--- src/sbsm_pkg.sv ---
// Shared types and constants of the serial bank switch mapper.
package sbsm_pkg;

  // Bus command codes
  localparam logic [1:0] CMD_CPU_RD = 2'd0;
  localparam logic [1:0] CMD_CPU_WR = 2'd1;
  localparam logic [1:0] CMD_PPU_RD = 2'd2;
  localparam logic [1:0] CMD_PPU_WR = 2'd3;

  // Result status codes
  localparam logic [1:0] ST_NONE     = 2'd0;
  localparam logic [1:0] ST_MAPPED   = 2'd1;
  localparam logic [1:0] ST_RAM      = 2'd2;
  localparam logic [1:0] ST_ABSORBED = 2'd3;

  // Serial commit targets, address bits 14:13
  localparam logic [1:0] TGT_CONTROL = 2'd0;
  localparam logic [1:0] TGT_CHR_LO  = 2'd1;
  localparam logic [1:0] TGT_CHR_HI  = 2'd2;
  localparam logic [1:0] TGT_PRG     = 2'd3;

  // Program modes, control bits 3:2
  localparam logic [1:0] PRG_MODE_FIX_LO = 2'd2;
  localparam logic [1:0] PRG_MODE_FIX_HI = 2'd3;

  // Configuration register indexes
  localparam logic CFG_PRG_COUNT = 1'b0;
  localparam logic CFG_CHR_COUNT = 1'b1;

  localparam logic [4:0] CTRL_RST       = 5'h1c;
  localparam logic [4:0] CTRL_FORCE16K  = 5'h0c;
  localparam logic [4:0] PRG_COUNT_RST  = 5'd16;
  localparam logic [3:0] PRG_HIGH_RST   = 4'd15;
  localparam logic [2:0] SHIFT_LEN      = 3'd5;

  localparam int RAM_BYTES_DEF = 8192;
  localparam int RAM_WINDOW    = 8192;
  localparam int OUTQ_DEPTH    = 3;

  typedef struct packed {
    logic [1:0]  status;
    logic [17:0] mapped_address;
    logic [1:0]  mirror_mode;
  } map_res_t;

  typedef struct packed {
    logic        rd;
    logic        wr;
    logic [12:0] offset;
    logic [7:0]  data;
  } ram_req_t;

  typedef struct packed {
    logic [1:0]  status;
    logic [17:0] mapped_address;
    logic [7:0]  read_data;
    logic [1:0]  mirror_mode;
  } out_item_t;

endpackage

--- src/sbsm_outq.sv ---
// Three-entry result queue in front of the output channel.
module sbsm_outq import sbsm_pkg::*; (
  input  logic      clk,
  input  logic      rst,
  input  logic      push,
  input  out_item_t push_item,
  input  logic      out_stall,
  output logic      out_valid,
  output out_item_t head,
  output logic [1:0] count
);

  out_item_t  entries [OUTQ_DEPTH];
  logic [1:0] wr_ptr;
  logic [1:0] rd_ptr;
  logic       pop;

  assign out_valid = (count != '0);
  assign pop       = out_valid && !out_stall;
  assign head      = entries[rd_ptr];

  always_ff @(posedge clk) begin
    if (rst) begin
      wr_ptr <= '0;
      rd_ptr <= '0;
      count  <= '0;
    end else begin
      if (push) begin
        wr_ptr <= (wr_ptr == 2'(OUTQ_DEPTH - 1)) ? 2'd0 : wr_ptr + 2'd1;
      end
      if (pop) begin
        rd_ptr <= (rd_ptr == 2'(OUTQ_DEPTH - 1)) ? 2'd0 : rd_ptr + 2'd1;
      end
      unique case ({push, pop})
        2'b10:   count <= count + 2'd1;
        2'b01:   count <= count - 2'd1;
        default: count <= count;
      endcase
    end
  end

  always_ff @(posedge clk) begin
    if (push) begin
      entries[wr_ptr] <= push_item;
    end
  end

endmodule
--- config.mk ---
export PLATFORM = sky130hd
export DESIGN_NAME = sbsm_outq
export DESIGN_NICKNAME = d
export VERILOG_FILES = /design/src/sbsm_pkg.sv /design/src/sbsm_outq.sv
export SDC_FILE = /design/constraint.sdc
export NUM_CORES = 1
export LEC_CHECK = 0
export BUFFER_PORTS_ARGS = -buffer_cell sky130_fd_sc_hd__buf_2
export CAP_MARGIN = 20
export CORE_MARGIN = 2
export CORE_UTILIZATION = 45
export CTS_BUF_LIST = sky130_fd_sc_hd__clkbuf_4
export DETAILED_ROUTE_END_ITERATION = 10
export HOLD_SLACK_MARGIN = 0.1
export PLACE_DENSITY = 0.74
export SYNTH_ARGS = -nofsm -noshare
export SYNTH_HDL_FRONTEND = slang
export SYNTH_SLANG_ARGS = --single-unit
export TNS_END_PERCENT = 5
--- constraint.sdc ---
create_clock -name clk -period 3 [get_ports clk]
set_input_delay 0.6 -clock clk [delete_from_list [all_inputs] [get_ports clk]]
set_output_delay 0.6 -clock clk [all_outputs]
set_load 0.01 [all_outputs]
Word-level counts from Yosys, hierarchy flattened

Memory sizes are Yosys's and may differ from the RTL's. A register that Yosys moved wholly into a read port is not among the register bits.
Index checks and enable logic that the tools add are counted.

ROM bits: 0
Memories kept: 1
Logic and storage cells: 23
Bits in latches: 0
RAM bits: 90
Flip-flop bits (word level): 6

$lt $le $gt $ge: 0
Eq/ne operators: 4
$mul: 0
Shift-type cells: 0
Reductions and logical operators: 4
$add $sub $neg: 4
Bitwise logic cells: 0
Mux-type cells: 7
Div/mod/pow operators: 0

Memory list:

| name    | words | width | rd ports | clocked after memory_dff | wr ports | line            | RTL |
|---|---|---|---|---|---|---|---|
| entries | 3     | 30    | 1        | 1                        | 1        | sbsm_outq.sv:13 | `out_item_t entries [OUTQ_DEPTH];` |

Operators by type and width:

| operator            | number |
|---|---|
| $mux 2              | 4 |
| $add 2x1->2 const B | 3 |
| $eq 2x2->1 const B  | 3 |
| $pmux 2 s2          | 1 |
| $reduce_bool 2->1   | 2 |
| $eq 2x1->1 const B  | 1 |
| $mux 1              | 2 |
| $sub 2x1->2 const B | 1 |
| $logic_and 1x1->1   | 1 |
| $logic_not 1->1     | 1 |

Depth between registers and ports, before layout

Gate-level depths: netlist of run 1.

Depth after elaboration: 4
Gate-level depth with buffers: 6
Gate-level depth less buffers: 6

Worst setup path after synthesis of run 1

Ideal clock, no wire load.

Path kind: in2reg
Start point: in push
End point: mem entries[0][0] (netlist bit) (enable)
Cell stages on the path: 2
Arrival: 2.797 ns
Path slack: -0.254 ns
Setup time: 0.457 ns
Cells stage by stage: inv_1 -> nor3_1

Word-level cells in the longest chain between the ends: 2

Ends and longest elaborated chain:

| item                         | line            | RTL |
|---|---|---|
| from (decl)                  | sbsm_outq.sv:5  | `input logic push,` |
| $mux 1                       | sbsm_outq.sv:43 | `if (push) begin` |
| $mux 1 (not written as such) | sbsm_outq.sv:44 | `entries[wr_ptr] <= push_item;` |
| to (decl)                    | sbsm_outq.sv:13 |  |

Every way passes these cells.

==> metrics.txt, run 1 <==
power density over cell area 665 mW/mm2; Clk Latency, worst-skew pair between 400 and 500 ps; CTS H-tree lvls 3; Final Setup Violations 0; Max Slew Vio Count 0; max-cap check violation count 0; Critical Path Start Type flip-flop; Die Y approximately 94 um; RSZ-0062 raised after global routing false; CTS Sinks between 90 and 100; commonest cells in the synthesized netlist edfxtp_1, nand2_1, mux2i_1; Worst EP required between 2000 and 2500 ps; Top FF cell, synth edfxtp_1; status completed; CP Capture Type output port; warnings from Yosys 0; top cells by area, synth edfxtp_1, mux2i_1, dfxtp_1, nand2_1, o21ai_0; final RePlAce weighted congestion a little under 0.7; die width between 90 and 100 um; Setup Buffers After CTS 0; Slew @ Worst Pin 631 ps; Mapped Nets around 260; Worst EP arrival about 1900 ps; Final Routed Wirelength around 5.7 mm; Detailed Route Iter0 Violations 77; syn_area_per_cell 16.2 um2; CP max FO 14; GRT overflow 0; DRC viols 0; cts repair resizes 0; Reg2Reg Setup Slack 1340 ps; sw frac 26.7%; hold buffers post-CTS 0; Synth async-reset ratio 0%; Via-to-Cell Ratio 4.91; Rel. slew slack about 58%; # fillers about 660; Gate power share between 10% and 20%; Area Overhead vs Synth 17.3%; Pwr Total 0.00283 W; Sequential Power Share between 50% and 60%; largest net degree at the start of global routing 51; Wirelength per Cell approximately 14 um; Routed Antenna Nets 0; LEAKAGE ~1.5 nW; core area 0.00777 mm2; HPWL after DPL around 3.8 mm; initial core utilization a little under half; vias in the first global route between 1.5k and 2k; Pint approximately 0.0021 W; DR pass1 iterations 4; CP Class reg2out; number of flops mapped to enable cells by yosys 90; Yosys top cell area share approximately 74%; clock skew 12.1 ps; sequential element share of the synthesized area roughly four fifths; CTS Root Cell clkbuf_4; achievable clock frequency approximately 0.41 GHz; synthesized flop and latch total slightly below 100; Syn Inst Count about 220; CTS tree yes; clock transition at the registers of the reported paths 140 ps; nets@finish approximately 330; Final TNS setup 0 ps; Rows 32; antenna violations before repair 0; Cell variety after synth 22; worst-case clock buffer depth 2; # IOs 67; Psw between 0.0007 and 0.0008 W; via count ~2k; Die ar. 0.00880 mm2; Hold Violations, Final 0; CTS Buf Count 9; Clk pwr share between 20% and 30%; worst hold path class in2reg; first-pass GRT wire length a little under 9 mm; fin crit share between 80% and 90%; PortBufs 66; VDD IR-drop max 374 uV; post-synth top area cell edfxtp_1; Min Hold Slack 363 ps; total global-route track usage approximately 14%; count leader, synth edfxtp_1; post-synthesis cell area 0.00363 mm2; Tmin final around 2500 ps; layout cells sized above 1 30.8%; # diodes 0
-- metrics by stage --
stage / setup slack (ps) / area (um2) / util (%) / instances
after detailed placement: 979 / 4120 / 53.0 / 388
after global routing: 382 / 4260 / 54.8 / 404
final: 538 / 4260 / 54.8 / 404
after CTS: 467 / 4260 / 54.8 / 404
after global placement: 1020 / 4120 / 53.0 / 388
after floorplan: 662 / 3630 / - / 224
-- state kept, by name, summed over array words and instances, names as in the netlist, named ones only --
| register | cells |
|---|---|
| rd_ptr | 2 |
| count | 2 |
| entries | 90 |
| wr_ptr | 2 |
-- critical path, cell delays in order, from the launching register on --
cell and delay, ps:
dfxtp_2 620, buf_4 330, mux2i_1 220, o21ai_0 100, buf_2 160
-- cell families after synthesis --
family / count (synthesis) / synth area share, %
DFF: 98 / 78.9
and+or+nand+nor: 43 / 5.03
AOI/OAI and AO/OA: 37 / 5.31
muxes: 30 / 8.28
buffers and inverters: 13 / 1.66
xor gates and xnor gates: 2 / 0.483
adders and majority gates: 1 / 0.345
-- metal layers --
metal,share of wire [%],global-route usage (%),vias up
met2,51,23.1,46
li1,-,-,978
met5,0,0,-
met1,43,16.7,949
met3,4.5,3.61,11
met4,1.9,6.52,0
-- final cells by class --
class / instances / area (um2) / area share, %
flip-flops and latches: 98 / 2870 / 67.3
multi-input cells: 113 / 724 / 17.0
repair buffers: 73 / 395 / 9.29
well taps: 102 / 128 / 3.00
clock inverters: 7 / 68.8 / 1.62
clock buffers: 9 / 67.6 / 1.59
inverters: 2 / 7.51 / 0.176
-- power groups by stage --
stage / Combinational (W) / Clock [W] / Sequential, W
after floorplan: 0.000363 / 0 / 0.00164
final: 0.000534 / 0.000662 / 0.00163
after global placement: 0.000537 / 0 / 0.00166
after detailed placement: 0.000546 / 0 / 0.00167
after global routing: 0.000590 / 0.000751 / 0.00165
after CTS: 0.000548 / 0.000689 / 0.00164
-- layout by cell type (no fill, tap or decap), types with 3 or more instances in the layout --
cell type	synthesis	final
o21ai_1	12	12
dfxtp_1	8	6
buf_2	0	66
clkinvlp_4	0	3
edfxtp_1	90	90
a21oi_1	4	4
o21ai_0	19	19
mux2i_1	30	30
clkbuf_4	0	9
buf_4	3	6
nand2_1	33	33
-- final timing paths --
path                     startpoint  depth (start not counted)                       to
min                    push_item[9]                          1  entries[2][9]$_DFFE_PP_
min reg2reg  rd_ptr[1]$_SDFFE_PP0N_                          2                flip-flop
max reg2reg   count[0]$_SDFFE_PP0P_                          5    count[1]$_SDFFE_PP0P_
max                       flip-flop                          4                  head[7]
Power figures use the tool's default switching activity.
==> run 2, diff against run 1 <==
==> constraint.sdc (replaced) <==
create_clock -name clk -period 2.1 [get_ports clk]
set_input_delay 0.42 -clock clk [delete_from_list [all_inputs] [get_ports clk]]
set_output_delay 0.42 -clock clk [all_outputs]
set_load 0.01 [all_outputs]
==> run 2 against run 1 <==
Critical path depth did not move. Utilization rose by 0.14 points. Count of clock-buffer cells in the layout unchanged. Largest power group unchanged. First-iteration DRC count is 22% higher. Register-to-register slack worse by 880 ps. Wire length is 2.8% higher. Cell count increased by 0.50%. Worst hold slack worse by 210 ps.
==> metrics.txt, run 2 (same netlist as run 1, synthesis figures left out) <==
DRC viols 0 (unchanged); Die ar. 0.00880 mm2 (unchanged); CP bufs+invs 2 (unchanged); initial core utilization 46.7% (unchanged); Psw 0.00114 W (+51%); Detailed Route Iter0 Violations 94 (+22%); commonest non-fill, non-tap cell in the layout edfxtp_1; Tmin final approximately 1900 ps; Rel. slew slack 73.2% (+15 points); cts repair resizes 0 (unchanged); largest register by flop count entries; HPWL after DPL 3.81 mm (+1.5%); PortBufs 66 (unchanged); Clk pwr share 22.4% (-1.0 points); Sequential Power Share 57.2% (-0.5 points); Pint 0.00288 W (+39%); # IOs 67 (unchanged); DR pass1 iterations 5 (+1); Setup Buffers After CTS 0 (unchanged); Clk Latency, worst-skew pair 450 ps (+30 ps); # diodes 0 (unchanged); GRT overflow 0 (unchanged); Final TNS setup 0 ps (unchanged); fin crit share slightly above 90%; final core occ 54.9% (+0.14 points); CTS Root Cell clkbuf_4; Hold Violations, Final 0 (unchanged); sw frac 28.4% (+1.7 points); Area Overhead vs Synth 17.6%; layout cells sized above 1 32.2% (+1.4 points); leading cell types in the layout, fill and taps excluded edfxtp_1, buf_2, nand2_1, mux2i_1, o21ai_0; Final Setup Violations 0 (unchanged); Die Y 93.8 um (unchanged); worst hold path class in2reg; LEAKAGE 1.48 nW (+0.63%); worst-case clock buffer depth 2 (unchanged); CP Class reg2out; Critical Path Start Type flip-flop; CP Capture Type output port; max reg flops 90 (unchanged); met1 Usage GRT 15.0% (-1.7 points); largest net degree at the start of global routing 35 (-31%); max-cap check violation count 0 (unchanged); CP max FO 17 (+3); Slew @ Worst Pin 402 ps (-229 ps); most used routing layer met2; CTS H-tree lvls 3 (unchanged); status completed; total global-route track usage 14.1% (+0.32 points); Final Routed Wirelength 5.87 mm (+2.8%); antenna violations before repair 0 (unchanged); post-place setup slack 451 ps (-527 ps); die width 93.8 um (unchanged); final worst setup slack 151 ps (-387 ps); final RePlAce weighted congestion 0.718 (+5.5%); first-pass GRT wire length 9.04 mm (+1.4%); clock transition at the registers of the reported paths 160 ps (+20 ps); achievable clock frequency approximately 0.5 GHz; CP peak stage delay 360 ps (-260 ps); Wirelength per Cell 14.5 um (+2.3%); vias in the first global route 1965 (+6.6%); Worst EP arrival 1530 ps (-330 ps); M2 GR Usage 25.2% (+2.1 points); core area 0.00777 mm2 (unchanged); Max Slew Vio Count 0 (unchanged); Gate power share 20.4% (+1.5 points); power density over cell area 940 mW/mm2 (+41%); CTS tree yes; Worst EP required 1680 ps (-720 ps); via count 2004 (+1.0%); nets@finish 334 (+0.60%); clock skew 15.0 ps (+2.84 ps); worst path cell trace buf_6, mux2i_1, o21ai_0, buf_2; RSZ-0062 raised after global routing false; CTS Buf Count 9 (unchanged); hold buffers post-CTS 0 (unchanged); # fillers 644 (-3.0%); Crit-path slowest cell dfxtp_2; VDD IR-drop max 501 uV (+34%); CTS Sinks 98 (unchanged); Rows 32 (unchanged); Via-to-Cell Ratio 4.94 (+0.51%); Routed Antenna Nets 0 (unchanged); GR Layer Usage met3 3.93% (+0.32 points); crit-path leading delay family buffers and inverters
[run 2: final timing paths]
kind | start | endpoint | slack, ps | cells past startpoint
min | push_item[29] | entries[0][29]$_DFFE_PP_ | 150 | 1
max reg2reg | count[0]$_SDFFE_PP0P_ | count[1]$_SDFFE_PP0P_ | 460 | 5
max | flip-flop | head[3] | 150 | 4
min reg2reg | rd_ptr[1]$_SDFFE_PP0N_ | flip-flop | 520 | 2
[run 2: cell type report]
type                            instances  area, um2  share of cell area, %
Multi-Input combinational cell        113        726                   17.0
Sequential cell                        98       2870                   67.1
Timing Repair Buffer                   75        414                   9.70
Inverter                                2       7.51                  0.176
Clock inverter                          7       60.1                   1.41
Clock buffer                            9       67.6                   1.58
Tap cell                              102        128                   2.99
[run 2: power groups by stage]
stage	Clock (W)	Combinational, W	Sequential [W]
detailed placement	0	0.000830	0.00234
finish	0.000900	0.000817	0.00230
global route	0.00101	0.000907	0.00231
CTS	0.000934	0.000831	0.00230
floorplan	0	0.000520	0.00234
global placement	0	0.000815	0.00233
[run 2: routing by layer]
metal / part of all wire (%) / wire, um
met3: 5.0 / 295
met2: 52 / 3030
met4: 2.1 / 125
met5: 0 / 0
met1: 41 / 2420
[run 2: metrics by stage]
step | instances | total power (W) | hold WS (ps) | instance area [um2]
after global routing | 406 | 0.00422 | 121 | 4270
after CTS | 406 | 0.00406 | 129 | 4260
final | 406 | 0.00401 | 152 | 4270
after floorplan | 224 | 0.00286 | 446 | 3640
after detailed placement | 390 | 0.00317 | 485 | 4140
after global placement | 390 | 0.00315 | 470 | 4140
