--- src/sbsm_pkg.sv ---
// Shared types and constants of the serial bank switch mapper.
package sbsm_pkg;

  // Bus command codes
  localparam logic [1:0] CMD_CPU_RD = 2'd0;
  localparam logic [1:0] CMD_CPU_WR = 2'd1;
  localparam logic [1:0] CMD_PPU_RD = 2'd2;
  localparam logic [1:0] CMD_PPU_WR = 2'd3;

  // Result status codes
  localparam logic [1:0] ST_NONE     = 2'd0;
  localparam logic [1:0] ST_MAPPED   = 2'd1;
  localparam logic [1:0] ST_RAM      = 2'd2;
  localparam logic [1:0] ST_ABSORBED = 2'd3;

  // Serial commit targets, address bits 14:13
  localparam logic [1:0] TGT_CONTROL = 2'd0;
  localparam logic [1:0] TGT_CHR_LO  = 2'd1;
  localparam logic [1:0] TGT_CHR_HI  = 2'd2;
  localparam logic [1:0] TGT_PRG     = 2'd3;

  // Program modes, control bits 3:2
  localparam logic [1:0] PRG_MODE_FIX_LO = 2'd2;
  localparam logic [1:0] PRG_MODE_FIX_HI = 2'd3;

  // Configuration register indexes
  localparam logic CFG_PRG_COUNT = 1'b0;
  localparam logic CFG_CHR_COUNT = 1'b1;

  localparam logic [4:0] CTRL_RST       = 5'h1c;
  localparam logic [4:0] CTRL_FORCE16K  = 5'h0c;
  localparam logic [4:0] PRG_COUNT_RST  = 5'd16;
  localparam logic [3:0] PRG_HIGH_RST   = 4'd15;
  localparam logic [2:0] SHIFT_LEN      = 3'd5;

  localparam int RAM_BYTES_DEF = 8192;
  localparam int RAM_WINDOW    = 8192;
  localparam int OUTQ_DEPTH    = 3;

  typedef struct packed {
    logic [1:0]  status;
    logic [17:0] mapped_address;
    logic [1:0]  mirror_mode;
  } map_res_t;

  typedef struct packed {
    logic        rd;
    logic        wr;
    logic [12:0] offset;
    logic [7:0]  data;
  } ram_req_t;

  typedef struct packed {
    logic [1:0]  status;
    logic [17:0] mapped_address;
    logic [7:0]  read_data;
    logic [1:0]  mirror_mode;
  } out_item_t;

endpackage

--- src/sbsm_ctrl.sv ---
// Bank registers, serial load register and address translation.
module sbsm_ctrl import sbsm_pkg::*; (
  input  logic       clk,
  input  logic       rst,
  input  logic       cfg_we,
  input  logic       cfg_index,
  input  logic [5:0] cfg_data,
  input  logic       accept,
  input  logic [1:0] command,
  input  logic [15:0] address,
  input  logic [7:0] write_data,
  output map_res_t   res,
  output ram_req_t   ram_req
);

  logic [4:0] prg_count;
  logic [5:0] chr_count;
  logic [4:0] shift_bits, shift_bits_next;
  logic [2:0] shift_count, shift_count_next;
  logic [4:0] control_bits, control_bits_next;
  logic [4:0] chr_lo_4k, chr_lo_4k_next;
  logic [4:0] chr_hi_4k, chr_hi_4k_next;
  logic [4:0] chr_8k, chr_8k_next;
  logic [2:0] prg_32k, prg_32k_next;
  logic [3:0] prg_lo_16k, prg_lo_16k_next;
  logic [3:0] prg_hi_16k, prg_hi_16k_next;

  always_comb begin
    logic       ram_win;
    logic       ppu_low;
    logic [4:0] shift_new;
    logic [2:0] cnt_inc;
    logic [4:0] count_m1;
    ram_win  = (address[15:13] == 3'b011);
    ppu_low  = (address[15:13] == 3'b000);
    shift_new = {write_data[0], shift_bits[4:1]};
    cnt_inc  = shift_count + 3'd1;
    count_m1 = prg_count - 5'd1;

    shift_bits_next   = shift_bits;
    shift_count_next  = shift_count;
    control_bits_next = control_bits;
    chr_lo_4k_next    = chr_lo_4k;
    chr_hi_4k_next    = chr_hi_4k;
    chr_8k_next       = chr_8k;
    prg_32k_next      = prg_32k;
    prg_lo_16k_next   = prg_lo_16k;
    prg_hi_16k_next   = prg_hi_16k;

    res.status         = ST_NONE;
    res.mapped_address = '0;
    ram_req.rd     = 1'b0;
    ram_req.wr     = 1'b0;
    ram_req.offset = address[12:0];
    ram_req.data   = write_data;

    unique case (command)
      CMD_CPU_RD: begin
        if (ram_win) begin
          res.status = ST_RAM;
          ram_req.rd = accept;
        end else if (address[15]) begin
          res.status = ST_MAPPED;
          if (control_bits[3]) begin
            res.mapped_address = {(address[14] ? prg_hi_16k : prg_lo_16k), address[13:0]};
          end else begin
            res.mapped_address = {prg_32k, address[14:0]};
          end
        end
      end
      CMD_CPU_WR: begin
        if (ram_win) begin
          res.status = ST_RAM;
          ram_req.wr = accept;
        end else if (address[15]) begin
          res.status = ST_ABSORBED;
          if (write_data[7]) begin
            shift_bits_next   = '0;
            shift_count_next  = '0;
            control_bits_next = control_bits | CTRL_FORCE16K;
          end else if (cnt_inc >= SHIFT_LEN) begin
            shift_bits_next  = '0;
            shift_count_next = '0;
            unique case (address[14:13])
              TGT_CONTROL: control_bits_next = shift_new;
              TGT_CHR_LO: begin
                if (control_bits[4]) begin
                  chr_lo_4k_next = shift_new;
                end else begin
                  chr_8k_next = shift_new;
                end
              end
              TGT_CHR_HI: begin
                if (control_bits[4]) begin
                  chr_hi_4k_next = shift_new;
                end
              end
              TGT_PRG: begin
                priority if (control_bits[3:2] == PRG_MODE_FIX_LO) begin
                  prg_lo_16k_next = '0;
                  prg_hi_16k_next = shift_new[3:0];
                end else if (control_bits[3:2] == PRG_MODE_FIX_HI) begin
                  prg_lo_16k_next = shift_new[3:0];
                  prg_hi_16k_next = count_m1[3:0];
                end else begin
                  prg_32k_next = shift_new[3:1];
                end
              end
              default: ;
            endcase
          end else begin
            shift_bits_next  = shift_new;
            shift_count_next = cnt_inc;
          end
        end
      end
      CMD_PPU_RD: begin
        if (ppu_low) begin
          res.status = ST_MAPPED;
          if (chr_count == '0) begin
            res.mapped_address = {5'd0, address[12:0]};
          end else if (control_bits[4]) begin
            res.mapped_address = {1'b0, (address[12] ? chr_hi_4k : chr_lo_4k), address[11:0]};
          end else begin
            res.mapped_address = {chr_8k, address[12:0]};
          end
        end
      end
      CMD_PPU_WR: begin
        if (ppu_low) begin
          if (chr_count == '0) begin
            res.status         = ST_MAPPED;
            res.mapped_address = {5'd0, address[12:0]};
          end else begin
            res.status = ST_ABSORBED;
          end
        end
      end
      default: ;
    endcase

    // mirroring reflects control after this access
    res.mirror_mode = control_bits_next[1:0];
  end

  always_ff @(posedge clk) begin
    if (rst) begin
      prg_count    <= PRG_COUNT_RST;
      chr_count    <= '0;
      shift_bits   <= '0;
      shift_count  <= '0;
      control_bits <= CTRL_RST;
      chr_lo_4k    <= '0;
      chr_hi_4k    <= '0;
      chr_8k       <= '0;
      prg_32k      <= '0;
      prg_lo_16k   <= '0;
      prg_hi_16k   <= PRG_HIGH_RST;
    end else begin
      if (cfg_we) begin
        unique case (cfg_index)
          CFG_PRG_COUNT: prg_count <= cfg_data[4:0];
          CFG_CHR_COUNT: chr_count <= cfg_data;
          default: ;
        endcase
      end
      if (accept) begin
        shift_bits   <= shift_bits_next;
        shift_count  <= shift_count_next;
        control_bits <= control_bits_next;
        chr_lo_4k    <= chr_lo_4k_next;
        chr_hi_4k    <= chr_hi_4k_next;
        chr_8k       <= chr_8k_next;
        prg_32k      <= prg_32k_next;
        prg_lo_16k   <= prg_lo_16k_next;
        prg_hi_16k   <= prg_hi_16k_next;
      end
    end
  end

  a_shift_count_bound: assert property (@(posedge clk) disable iff (rst)
    shift_count < SHIFT_LEN)
    else $error("serial load count passed its length");

  a_no_access_without_accept: assert property (@(posedge clk) disable iff (rst)
    (ram_req.rd || ram_req.wr) |-> accept)
    else $error("cart RAM access without a transfer");

endmodule

--- config.mk ---
export PLATFORM = sky130hd
export DESIGN_NAME = sbsm_ctrl
export DESIGN_NICKNAME = d
export VERILOG_FILES = /design/src/sbsm_pkg.sv /design/src/sbsm_ctrl.sv
export SDC_FILE = /design/constraint.sdc
export NUM_CORES = 1
export LEC_CHECK = 0
export BUFFER_PORTS_ARGS = -buffer_cell sky130_fd_sc_hd__buf_2
export CAP_MARGIN = 20
export CORE_MARGIN = 2
export CORE_UTILIZATION = 55
export CTS_BUF_LIST = sky130_fd_sc_hd__clkbuf_2
export DETAILED_ROUTE_END_ITERATION = 8
export PLACE_DENSITY = 0.85
export SLEW_MARGIN = 40
export SYNTH_ARGS = -nofsm -noshare
export SYNTH_HDL_FRONTEND = slang
export SYNTH_SLANG_ARGS = --single-unit
--- constraint.sdc ---
create_clock -name clk -period 5.5 [get_ports clk]
set_clock_uncertainty 0.05 [all_clocks]
set_input_delay 0.55 -clock clk [delete_from_list [all_inputs] [get_ports clk]]
set_output_delay 0.55 -clock clk [all_outputs]
set_load 0.02 [all_outputs]
Word level (Yosys, flattened, before mapping)

Index checks and enable logic that the tools add are counted.

Logic and storage cells: 81
Bits of input ports: 37
Output and inout bits: 45
Flip-flop bits (word level): 49

Mux-type cells: 33
Order comparisons: 1
Add/sub/neg operators: 2
Bitwise logic cells: 6
Equality and inequality tests: 9
Reductions and logical operators: 17

Operator list:

| operator              | count |
|---|---|
| $mux W18              | 4 |
| $pmux W18 S3          | 1 |
| $mux W19              | 2 |
| $mux W4               | 8 |
| $reduce_and A8 Y1     | 4 |
| $mux W20              | 1 |
| $mux W5               | 3 |
| $mux W2               | 7 |
| $mux W13              | 1 |
| $eq A2 B2 Y1 const B  | 6 |
| $reduce_and A9 Y1     | 1 |
| $pmux W2 S4           | 1 |
| $reduce_and A7 Y1     | 1 |
| $logic_not A6 Y1      | 1 |
| $mux W3               | 2 |
| $not A1 Y1            | 6 |
| $reduce_and A6 Y1     | 1 |
| $reduce_bool A2 Y1    | 3 |
| $eq A2 B1 Y1 const B  | 2 |
| $logic_not A2 Y1      | 2 |
| $reduce_and A2 Y1     | 2 |
| $reduce_and A4 Y1     | 1 |
| $sub A4 B1 Y4 const B | 1 |
| $add A3 B1 Y3 const B | 1 |
| 4 further kinds       | 6 |

Longest topological paths before layout

Gate-level depths: netlist of the first run.

Word-level depth: 7
Gate-level depth with buffers: 9
Depth with buffers taken out: 6

Worst setup path before layout of the first run

No wires, ideal clock.

Kind: input port to output port
From: in address[14]
To: out res[14] (netlist bit)
Setup slack: 2.817 ns
Required time: 4.900 ns
Stages on the path: 5
Arrival time: 2.083 ns
Buffers on the path: 1
Cells stage by stage: clkbuf_1 -> or4b_1 -> a211oi_1 -> a41oi_1 -> a31oi_1

RTL lines:

| element            | RTL line        | RTL |
|---|---|---|
| start: declaration | sbsm_ctrl.sv:10 | `input logic [15:0] address,` |
| end: declaration   | sbsm_ctrl.sv:12 | `output map_res_t res,` |

==> results of run 1 <==
routing by layer:
metal,vias up,track usage (%)
li1,1218,-
met5,-,0
met1,1143,31.2
met4,0,7.07
met3,10,7.41
met2,91,36.6
registers in the layout, indices dropped and copies added (netlist names):
| signal | flops |
|---|---|
| chr_hi_4k | 5 |
| chr_lo_4k | 5 |
| prg_32k | 3 |
| prg_count | 4 |
| prg_lo_16k | 4 |
| shift_bits | 4 |
| chr_8k | 5 |
| shift_count | 3 |
| prg_hi_16k | 4 |
| chr_count | 6 |
| control_bits | 5 |
logic make-up (layout without fill, tap and decap cells):
| family | count (synthesis) | after routing | synth area share (%) |
|---|---|---|---|
| buf+inv | 57 | 85 | 11.1 |
| xor+xnor | 3 | 3 | 1.26 |
| flops | 48 | 48 | 35.9 |
| compound gates | 80 | 80 | 18.1 |
| mux | 18 | 18 | 7.10 |
| fa+ha+maj | 3 | 3 | 1.40 |
| simple gates | 126 | 126 | 25.1 |
final cells by class:
cell class	instances	area [sq um]	area share [%]
timing repair buffer	69	348	12.1
multi-input combinational	230	1420	49.2
clock buffer	5	25.0	0.868
tap	67	83.8	2.91
clock inverter	3	17.5	0.607
sequential	48	961	33.3
inverter	8	30.0	1.04
placed cells by master, fill, tap and decap left out, types with 8 or more instances in the layout:
master and n:
buf_2 68, dfxtp_1 48, a21oi_1 29, nor2_1 27
nand2_1 26, o21ai_0 21, nand3_1 21, mux2i_1 16
nor2b_1 13, inv_1 8, nand4_1 8
power groups by stage:
stage	Clock, mW	Combinational [mW]	Sequential [mW]
6_report	0.147	0.0882	0.355
5_1_grt	0.163	0.0969	0.356
4_1_cts	0.150	0.0877	0.355
3_5_place_dp	0	0.0874	0.362
3_3_place_gp	0	0.0852	0.362
2_1_floorplan	0	0.0707	0.361
synth_stat cells (4+ instances only):
master    count
dfxtp_1      48
a211o_1       5
nand3b_1      5
nand3_1      21
nor2_1       27
mux2i_1      16
a22oi_1       5
o22ai_1       4
nand2_1      26
nor2b_1      13
a21oi_1      29
a211oi_1      5
o21ai_0      21
clkbuf_1     22
inv_1         8
nand2b_1      5
nand4_1       8
buf_4        21
worst min path at each step:
| stage | slack (ps) | endpoint | cells past startpoint |
|---|---|---|---|
| after floorplan | 380 | prg_hi_16k[0]$_SDFFE_PP1P_ | 1 |
| after global placement | 390 | prg_hi_16k[0]$_SDFFE_PP1P_ | 1 |
| after detailed placement | 390 | prg_hi_16k[0]$_SDFFE_PP1P_ | 1 |
| after CTS | 270 | chr_count[5]$_SDFFE_PP0P_ | 3 |
| after global routing | 270 | chr_count[2]$_SDFFE_PP0P_ | 3 |
| final | 300 | chr_count[5]$_SDFFE_PP0P_ | 3 |
tightest hold or removal path, stage by stage:
cell and delay [ps]:
buf_2 90, nand3_1 50, a21oi_1 50
==> results.rst, run 1 <==
.. list-table::
   :header-rows: 1

   * - Metric
     - Value
   * - Die Span Y
     - 73.8 um
   * - Placed Instance Area
     - 2840 sq um
   * - Proportion of power drawn by the clock network
     - 24.8%
   * - Total count of max-transition violations in the final report
     - 0
   * - Total power divided by cell area
     - 205 nW/um^2
   * - Max Fanout on Critical Path
     - 7
   * - Global placer's final weighted congestion
     - 0.849
   * - Non-filler instance count after layout
     - 430
   * - Crit end category
     - output port
   * - Final TNS setup
     - 0 ps
   * - Synthesized area
     - 2680 sq um
   * - Final net count
     - 402
   * - Clock transition at path regs
     - 230 ps
   * - Number of global-route vias before repair
     - 2077
   * - Post-synthesis average cell area
     - 7.99 sq um
   * - Critical path launch point type
     - flip-flop
   * - Initial core utilization
     - 56.7%
   * - Unrepaired setup endpoints after global routing
     - no
   * - Fraction of the cycle the final worst path needs
     - 57.4%
   * - Relative slew slack
     - 47.3%
   * - DP Worst Slack
     - 2700 ps
   * - Slowest stage cell, crit path
     - or4_4
   * - Critical path buffer and inverter count
     - 2
   * - Launching point of the worst reg2reg path
     - shift_count[0]$_SDFFE_PP0P_
   * - Initial DRC Count
     - 197
   * - HPWL after DPL
     - 4440 um
   * - Number of hold buffers added after cts
     - 0
   * - Post-layout utilization of the core
     - 61.1%
   * - Level count of the clock H-tree
     - 2
   * - Vias per inst
     - 5.73
   * - Slew at the pin closest to its max-slew limit
     - 783 ps
   * - Num CTS Buffers
     - 5
   * - First-pass GRT wire length
     - 9910 um
   * - Count of clock tree sinks
     - 48
   * - Final ANT Viol Nets
     - 0
   * - Internal
     - 415 uW
   * - Post-synth EDFFs
     - 0
   * - Cell Chain, Critical Path
     - inv_1 > ha_1 > or3b_1 > nand3_2 > or4_4 > mux2_4 > buf_2
   * - Worst setup path start
     - shift_count[0]$_SDFFE_PP0P_
   * - Critical path depth in cells
     - 7
   * - Fin crit period
     - 3160 ps
   * - Switching power of the nets
     - 175 uW
   * - Outcome
     - finished, final reports clean
   * - Post-detailed-route wirelength per cell
     - 14.5 um
   * - Cell count after placement
     - 422
   * - Critical path class
     - reg2out
   * - Num rows
     - 25
   * - Switching portion of total power
     - 29.7%
   * - Lkg Pwr
     - 1.23 nW
   * - All-Layer GR Usage
     - 23.5%
   * - Count of TritonRoute iterations in the first routing pass
     - 4
   * - Synth unique cells
     - 46
   * - Yosys Warn Count
     - 0
   * - Async set-reset flop share out of synthesis
     - 0%
   * - Highest routed metal layer
     - met4
   * - TritonCTS clock tree
     - built
   * - Post-route worst hold slack
     - 296 ps
   * - Cells after Synth
     - 335
   * - Number of I/O port buffers
     - 69
   * - Number of inserted filler cells in the final layout
     - 427
   * - Smallest setup slack after layout
     - 2340 ps
   * - Library cell occupying the most area in the post-synthesis netlist
     - dfxtp_1
   * - Core footprint
     - 4720 sq um
   * - Endpoint of the lowest-slack register-to-register path
     - prg_hi_16k[3]$_SDFFE_PP1P_
   * - Horizontal die dimension
     - 73.8 um
   * - Via total after detailed routing
     - 2462
   * - Crit path max-delay family
     - simple AND/OR/NAND/NOR gates
   * - Buffer levels on the longest clock path
     - 2
   * - Met2 Routed Length
     - 2920 um
   * - Detailed route wirelength on metal3
     - 472 um
   * - Maximum number of pins on one net before global-route repair
     - 51
   * - WL met1
     - 2740 um
   * - Number of hold violations in the final report
     - 0
   * - Post-route design area
     - 2880 sq um
   * - Required time of the critical path
     - 4900 ps
   * - CP max stage delay
     - 510 ps
   * - Die footprint
     - 5440 sq um
   * - Setup bufs post-CTS
     - 0
   * - Share of cells above drive strength 1
     - 22.9%
   * - Launch instance of the worst min-delay path
     - cfg_data[5]
   * - Flip-flop and latch count after synthesis
     - 48
   * - Peak VDD IR
     - 0.147 mV
   * - Register share of total power
     - 60.2%
   * - Overall power
     - 590 uW
   * - Clock insertion delay at the later pin of the skew report
     - 420 ps
   * - Number of cells on the worst reg-to-reg path
     - 6
   * - Sequential element share of the synthesized area
     - 35.9%
   * - Main flop type after synthesis
     - dfxtp_1
   * - Kind of path behind the tightest hold check
     - in2reg
   * - Yosys top cell area share
     - 35.9%
   * - Max-cap check violation count
     - 0
   * - Capturing element of the worst setup path
     - res[1]
   * - Gate power share
     - 14.9%
   * - Count of pins on the block boundary
     - 82
   * - Area added between synthesis and finish
     - 7.71%
   * - Reg2reg setup slack
     - 3020 ps
   * - Number of remaining DRC errors
     - 0
   * - Number of antenna violations at the first check in global routing
     - 0
   * - Cell types with the largest area share after synthesis
     - dfxtp_1 36%, mux2i_1 6.0%, buf_4 5.9%
   * - Number of nets produced by synthesis
     - 375
   * - Root buffer cell
     - clkbuf_2
   * - CTS resizes
     - 0
   * - Overall overflow remaining after global route
     - 0
   * - Total routed wirelength
     - 6230 um
   * - Setup-violating endpoint count in the final report
     - 0
   * - Final antenna diode count
     - 0
   * - Maximum operating frequency
     - 317 MHz
   * - Endpoint arrival time on the critical path
     - 2560 ps
Power figures use the tool's default switching activity.
==> inputs of run 2 (changes only) <==
--- a/config.mk
+++ b/config.mk
@@ -8,10 +8,10 @@
 export BUFFER_PORTS_ARGS = -buffer_cell sky130_fd_sc_hd__buf_2
 export CAP_MARGIN = 20
 export CORE_MARGIN = 2
-export CORE_UTILIZATION = 55
+export CORE_UTILIZATION = 53
 export CTS_BUF_LIST = sky130_fd_sc_hd__clkbuf_2
 export DETAILED_ROUTE_END_ITERATION = 8
-export PLACE_DENSITY = 0.85
+export PLACE_DENSITY = 0.82
 export SLEW_MARGIN = 40
 export SYNTH_ARGS = -nofsm -noshare
 export SYNTH_HDL_FRONTEND = slang
==> constraint.sdc (replaced) <==
create_clock -name clk -period 2.98 [get_ports clk]
set_clock_uncertainty 0.05 [all_clocks]
set_input_delay 0.298 -clock clk [delete_from_list [all_inputs] [get_ports clk]]
set_output_delay 0.298 -clock clk [all_outputs]
set_load 0.02 [all_outputs]
==> results.rst, run 2 (synthesis gave the netlist of run 1 again) <==
.. list-table::
   :header-rows: 1

   * - Metric
     - Value
   * - Critical path launch point type
     - flip-flop (unchanged)
   * - Die footprint
     - 5640 sq um (was 5440 sq um)
   * - DP Worst Slack
     - 571 ps (was 2700 ps)
   * - Cell Chain, Critical Path
     - ha_2 > xor2_4 > nand3_2 > or4_4 > mux2_4 > buf_2 (was inv_1 > ha_1 > or3b_1 > nand3_2 > or4_4 > mux2_4 > buf_2)
   * - Maximum number of pins on one net before global-route repair
     - 27 (was 51)
   * - Clock transition at path regs
     - 220 ps (was 230 ps)
   * - Placed Instance Area
     - 2850 sq um (was 2840 sq um)
   * - Overall overflow remaining after global route
     - 0 (unchanged)
   * - Total routed wirelength
     - 6160 um (was 6230 um)
   * - Endpoint arrival time on the critical path
     - 2440 ps (was 2560 ps)
   * - Vias per inst
     - 5.62 (was 5.73)
   * - Peak VDD IR
     - 0.286 mV (was 0.147 mV)
   * - Required time of the critical path
     - 2630 ps (was 4900 ps)
   * - Via total after detailed routing
     - 2424 (was 2462)
   * - Final ANT Viol Nets
     - 0 (unchanged)
   * - Kind of path behind the tightest hold check
     - in2reg (unchanged)
   * - Non-filler instance count after layout
     - 431 (was 430)
   * - Buffer levels on the longest clock path
     - 2 (unchanged)
   * - Root buffer cell
     - clkbuf_2 (unchanged)
   * - Overall power
     - 1.07 mW (was 590 uW)
   * - Setup-violating endpoint count in the final report
     - 0 (unchanged)
   * - Critical path buffer and inverter count
     - 1 (was 2)
   * - CP max stage delay
     - 520 ps (was 510 ps)
   * - Max Fanout on Critical Path
     - 8 (was 7)
   * - Outcome
     - finished, final reports clean (unchanged)
   * - TritonCTS clock tree
     - built (unchanged)
   * - HPWL after DPL
     - 4440 um (about the same)
   * - Num rows
     - 25 (unchanged)
   * - Post-route worst hold slack
     - 81.4 ps (was 296 ps)
   * - Fraction of the cycle the final worst path needs
     - 93.4%
   * - Initial core utilization
     - 55.9% (was 56.7%)
   * - Leading cell types in the layout, fill and taps excluded
     - 69 x buf_2, 48 x dfxtp_1, 29 x a21oi_1, 27 x nor2_1, 26 x nand2_1 (was 68 x buf_2, 48 x dfxtp_1, 29 x a21oi_1, 27 x nor2_1, 26 x nand2_1)
   * - Crit end category
     - output port (unchanged)
   * - Final TNS setup
     - 0 ps (unchanged)
   * - Crit path max-delay family
     - simple AND/OR/NAND/NOR gates (unchanged)
   * - Final net count
     - 403 (was 402)
   * - Sequential Area
     - 961 sq um (unchanged)
   * - Share of cells above drive strength 1
     - 23.6% (was 22.9%)
   * - Slowest stage cell, crit path
     - or4_4 (unchanged)
   * - Initial DRC Count
     - 222 (was 197)
   * - Count of pins on the block boundary
     - 82 (unchanged)
   * - Relative slew slack
     - 46.0% (was 47.3%)
   * - Maximum operating frequency
     - 359 MHz
   * - Setup bufs post-CTS
     - 0 (unchanged)
   * - Slew at the pin closest to its max-slew limit
     - 803 ps (was 783 ps)
   * - Core footprint
     - 4790 sq um (was 4720 sq um)
   * - Multi-input combinational cell area
     - 1440 sq um (was 1420 sq um)
   * - Fin crit period
     - 2780 ps
   * - Number of antenna violations at the first check in global routing
     - 0 (unchanged)
   * - Num CTS Buffers
     - 5 (unchanged)
   * - Lkg Pwr
     - 1.23 nW (about the same)
   * - Total count of max-transition violations in the final report
     - 0 (unchanged)
   * - Largest register FFs
     - 6 (unchanged)
   * - Max-cap check violation count
     - 0 (unchanged)
   * - Post-route design area
     - 2900 sq um (was 2880 sq um)
   * - Biggest register
     - chr_count (unchanged)
   * - Smallest setup slack after layout
     - 197 ps (was 2340 ps)
   * - Clock insertion delay at the later pin of the skew report
     - 390 ps (was 420 ps)
   * - Critical path class
     - reg2out (unchanged)
   * - First-pass GRT wire length
     - 9560 um (was 9910 um)
   * - Total power divided by cell area
     - 368 nW/um^2 (was 205 nW/um^2)
   * - Number of hold buffers added after cts
     - 0 (unchanged)
   * - Post-detailed-route wirelength per cell
     - 14.3 um (was 14.5 um)
   * - Number of hold violations in the final report
     - 0 (unchanged)
   * - Most frequent standard cell in the layout excluding fill and tap cells
     - buf_2 (unchanged)
   * - Cell count after placement
     - 423 (was 422)
   * - Die Span Y
     - 75.1 um (was 73.8 um)
   * - Number of inserted filler cells in the final layout
     - 466 (was 427)
   * - Post-layout utilization of the core
     - 60.6% (was 61.1%)
   * - Global placer's final weighted congestion
     - 0.850 (was 0.849)
   * - Level count of the clock H-tree
     - 2 (unchanged)
   * - Final antenna diode count
     - 0 (unchanged)
   * - Horizontal die dimension
     - 75.1 um (was 73.8 um)
   * - Count of TritonRoute iterations in the first routing pass
     - 4 (unchanged)
   * - Area added between synthesis and finish
     - 8.36% (was 7.71%)
   * - Number of remaining DRC errors
     - 0 (unchanged)
   * - Count of clock tree sinks
     - 48 (unchanged)
   * - Number of global-route vias before repair
     - 2046 (was 2077)
   * - All-Layer GR Usage
     - 21.9% (was 23.5%)
   * - Unrepaired setup endpoints after global routing
     - no (unchanged)
   * - Number of I/O port buffers
     - 69 (unchanged)
## run 2: cell types whose count changed in the layout (fill, tap and decap cells not counted)
cell      delta
or3b_4       +1
xor2_2       -1
xor2_4       +1
inv_6        -1
ha_1         -1
or3b_1       -1
ha_2         +1
clkinv_2     +1
buf_2        +1
## run 2: what timing repair did
item                                    CTS  global route
gates resized for setup                   0             3
endpoints found under the hold margin     0             0
endpoints found under the setup margin    0             2
## run 2: per-layer routing
| metal | vias up | track usage, % | part of all wire (%) |
|---|---|---|---|
| met5 | - | 0 | 0 |
| met4 | 0 | 4.37 | 0.44 |
| met3 | 2 | 4.69 | 6.4 |
| met2 | 76 | 35.3 | 49 |
| met1 | 1127 | 30.5 | 44 |
| li1 | 1219 | - | - |
## run 2: tightest hold or removal path, stage by stage
cell	delay, ps
buf_2	90
nand3_1	50
a21oi_1	50
## run 2: final cells by class
class / count / area share (%)
inverters: 8 / 1.03
repair buffers: 70 / 12.2
multi-input cells: 230 / 49.5
clock inverters: 3 / 0.474
flip-flops and latches: 48 / 33.1
clock buffers: 5 / 0.862
well taps: 67 / 2.89
## run 2: worst paths after layout
path | startpoint | to | slack (ps) | cells after the start
max reg2reg | shift_count[0]$_SDFFE_PP0P_ | prg_hi_16k[2]$_SDFFE_PP1P_ | 650 | 5
min reg2reg | chr_count[1]$_SDFFE_PP0P_ | chr_count[1]$_SDFFE_PP0P_ | 420 | 2
max | shift_count[0]$_SDFFE_PP0P_ | res[0] | 200 | 6
min | cfg_data[5] | chr_count[5]$_SDFFE_PP0P_ | 80 | 3
## run 2: where the power goes
group          internal [mW]  switching (mW)
clock network         0.0529           0.197
registers              0.650         0.00484
logic                 0.0580           0.105
total                  0.761           0.306
==> inputs of run 3 (changes only) <==
--- a/config.mk
+++ b/config.mk
@@ -8,10 +8,11 @@
 export BUFFER_PORTS_ARGS = -buffer_cell sky130_fd_sc_hd__buf_2
 export CAP_MARGIN = 20
 export CORE_MARGIN = 2
-export CORE_UTILIZATION = 53
+export CORE_UTILIZATION = 55
 export CTS_BUF_LIST = sky130_fd_sc_hd__clkbuf_2
 export DETAILED_ROUTE_END_ITERATION = 8
-export PLACE_DENSITY = 0.82
+export PLACE_DENSITY = 0.85
+export REMOVE_ABC_BUFFERS = 1
 export SLEW_MARGIN = 40
 export SYNTH_ARGS = -nofsm -noshare
 export SYNTH_HDL_FRONTEND = slang
==> constraint.sdc (replaced) <==
create_clock -name clk -period 3.4 [get_ports clk]
set_clock_uncertainty 0.05 [all_clocks]
set_input_delay 0.34 -clock clk [delete_from_list [all_inputs] [get_ports clk]]
set_output_delay 0.34 -clock clk [all_outputs]
set_load 0.02 [all_outputs]
==> results.rst, run 3 (synthesis gave the netlist of run 1 again) <==
.. list-table::
   :header-rows: 1

   * - Metric
     - Value
   * - Final antenna diode count
     - 0 (unchanged)
   * - Reg2reg setup slack
     - 910 ps (was 650 ps)
   * - Overall overflow remaining after global route
     - 0 (unchanged)
   * - Horizontal die dimension
     - 73.8 um (was 75.1 um)
   * - Number of hold buffers added after cts
     - 0 (unchanged)
   * - Critical path buffer and inverter count
     - 2 (was 1)
   * - Largest register FFs
     - 6 (unchanged)
   * - Global placer's final weighted congestion
     - 0.860 (was 0.850)
   * - Crit path max-delay family
     - simple AND/OR/NAND/NOR gates (unchanged)
   * - Post-detailed-route wirelength per cell
     - 15.3 um (was 14.3 um)
   * - Num CTS Buffers
     - 5 (unchanged)
   * - CTS resizes
     - 0 (unchanged)
   * - Clock insertion delay at the later pin of the skew report
     - 430 ps (was 390 ps)
   * - Critical path class
     - reg2out (unchanged)
   * - Kind of path behind the tightest hold check
     - in2reg (unchanged)
   * - Initial core utilization
     - 56.7% (was 55.9%)
   * - Hold Crit Depth
     - 3 (unchanged)
   * - Max Fanout on Critical Path
     - 7 (was 8)
   * - Final TNS setup
     - 0 ps (unchanged)
   * - Slew at the pin closest to its max-slew limit
     - 708 ps (was 803 ps)
   * - Area added between synthesis and finish
     - 8.64% (was 8.36%)
   * - Number of remaining DRC errors
     - 0 (unchanged)
   * - Required time of the critical path
     - 3010 ps (was 2630 ps)
   * - Lkg Pwr
     - 1.24 nW (was 1.23 nW)
   * - Setup bufs post-CTS
     - 0 (unchanged)
   * - Number of I/O port buffers
     - 69 (unchanged)
   * - Number of hold violations in the final report
     - 0 (unchanged)
   * - Count of pins on the block boundary
     - 82 (unchanged)
   * - Number of antenna violations at the first check in global routing
     - 0 (unchanged)
   * - HPWL after DPL
     - 4710 um (was 4440 um)
   * - Buffer levels on the longest clock path
     - 2 (unchanged)
   * - Total power divided by cell area
     - 356 nW/um^2 (was 368 nW/um^2)
   * - Critical path launch point type
     - flip-flop (unchanged)
   * - Total routed wirelength
     - 6560 um (was 6160 um)
   * - Vias per inst
     - 5.81 (was 5.62)
   * - Outcome
     - finished, final reports clean (unchanged)
   * - Fraction of the cycle the final worst path needs
     - 87.3%
   * - Count of TritonRoute iterations in the first routing pass
     - 5 (was 4)
   * - Die Span Y
     - 73.8 um (was 75.1 um)
   * - Peak VDD IR
     - 0.264 mV (was 0.286 mV)
   * - Post-route worst hold slack
     - 77.5 ps (was 81.4 ps)
   * - Final ANT Viol Nets
     - 0 (unchanged)
   * - Leading cell types in the layout, fill and taps excluded
     - 68 x buf_2, 48 x dfxtp_1, 29 x a21oi_1, 27 x nor2_1, 26 x nand2_1 (was 69 x buf_2, 48 x dfxtp_1, 29 x a21oi_1, 27 x nor2_1, 26 x nand2_1)
   * - Cell Chain, Critical Path
     - inv_1 > ha_1 > or3b_1 > nand3_2 > or4_4 > mux2_4 > buf_2 (was ha_2 > xor2_4 > nand3_2 > or4_4 > mux2_4 > buf_2)
   * - Core footprint
     - 4720 sq um (was 4790 sq um)
   * - Final net count
     - 402 (was 403)
   * - Root buffer cell
     - clkbuf_2 (unchanged)
   * - Maximum operating frequency
     - 337 MHz
   * - First-pass GRT wire length
     - 10500 um (was 9560 um)
   * - Clock transition at path regs
     - 240 ps (was 220 ps)
   * - Die footprint
     - 5440 sq um (was 5640 sq um)
   * - Relative slew slack
     - 52.4% (was 46.0%)
   * - Unrepaired setup endpoints after global routing
     - no (unchanged)
   * - TritonCTS clock tree
     - built (unchanged)
   * - Number of cells on the worst reg-to-reg path
     - 6 (was 5)
   * - Initial DRC Count
     - 237 (was 222)
   * - CP max stage delay
     - 520 ps (about the same)
   * - Slowest stage cell, crit path
     - or4_4 (unchanged)
   * - Max-cap check violation count
     - 0 (unchanged)
   * - All-Layer GR Usage
     - 24.9% (was 21.9%)
   * - Setup-violating endpoint count in the final report
     - 0 (unchanged)
   * - Total count of max-transition violations in the final report
     - 0 (unchanged)
   * - Number of inserted filler cells in the final layout
     - 442 (was 466)
   * - Endpoint arrival time on the critical path
     - 2580 ps (was 2440 ps)
   * - Fin crit period
     - 2970 ps
   * - Via total after detailed routing
     - 2497 (was 2424)
   * - Level count of the clock H-tree
     - 2 (unchanged)
   * - Num rows
     - 25 (unchanged)
   * - Count of clock tree sinks
     - 48 (unchanged)
   * - Maximum number of pins on one net before global-route repair
     - 51 (was 27)
   * - Share of cells above drive strength 1
     - 22.9% (was 23.6%)
   * - Most frequent standard cell in the layout excluding fill and tap cells
     - buf_2 (unchanged)
   * - Biggest register
     - chr_count (unchanged)
   * - Number of global-route vias before repair
     - 2200 (was 2046)
   * - Critical path depth in cells
     - 7 (was 6)
   * - Crit end category
     - output port (unchanged)
==> run 3: cell count changes in the layout (fill, tap and decap cells not counted) <==
cell	change
or3b_4	-1
or3b_1	+1
ha_2	-1
clkinv_2	-2
xor2_2	+1
bufinv_16	+1
clkinv_4	+1
ha_1	+1
xor2_4	-1
buf_2	-1
==> run 3: area by class of cell <==
type	count	area [sq um]	share of cell area (%)
sequential	48	961	33.0
inverter	8	30.0	1.03
multi-input combinational	230	1420	48.8
timing repair buffer	69	348	12.0
tap	67	83.8	2.88
clock buffer	5	25.0	0.860
clock inverter	3	42.5	1.46
==> run 3: worst paths after layout <==
| kind | start | endpoint |
|---|---|---|
| max | shift_count[0]$_SDFFE_PP0P_ | res[1] |
| min reg2reg | chr_count[0]$_SDFFE_PP0P_ | chr_count[0]$_SDFFE_PP0P_ |
| max reg2reg | shift_count[0]$_SDFFE_PP0P_ | prg_hi_16k[1]$_SDFFE_PP1P_ |
| min | cfg_data[4] | chr_count[4]$_SDFFE_PP0P_ |
==> run 3: through the flow <==
| stage | power [mW] | area, sq um | util (%) | worst slack (ps) | cells |
|---|---|---|---|---|---|
| floorplan | 0.644 | 2410 | - | 1180 | 286 |
| global placement | 0.725 | 2840 | 60.1 | 1010 | 422 |
| detailed placement | 0.729 | 2840 | 60.1 | 952 | 422 |
| CTS | 1.04 | 2910 | 61.5 | 414 | 430 |
| global route | 1.07 | 2910 | 61.6 | 256 | 430 |
| finish | 1.04 | 2910 | 61.6 | 431 | 430 |
==> run 3: report_power, final <==
group,switching (mW),internal [mW],total [mW]
clock,0.193,0.123,0.316
sequential,0.00437,0.570,0.575
combinational,0.0947,0.0505,0.145
total,0.292,0.744,1.04
==> run 3: routing by layer <==
metal / wire length [um] / global-route usage [%]
met1: 2860 / 33.8
met2: 3190 / 39.3
met3: 416 / 5.62
met4: 93 / 7.88
met5: 0 / 0
==> run 3: worst register-to-register path, cell delays in order (launching register included) <==
cell     delay, ps
dfxtp_1        450
inv_1           60
ha_1           290
or3b_1         250
and4b_1        660
nand4_1        300
a211o_1        350
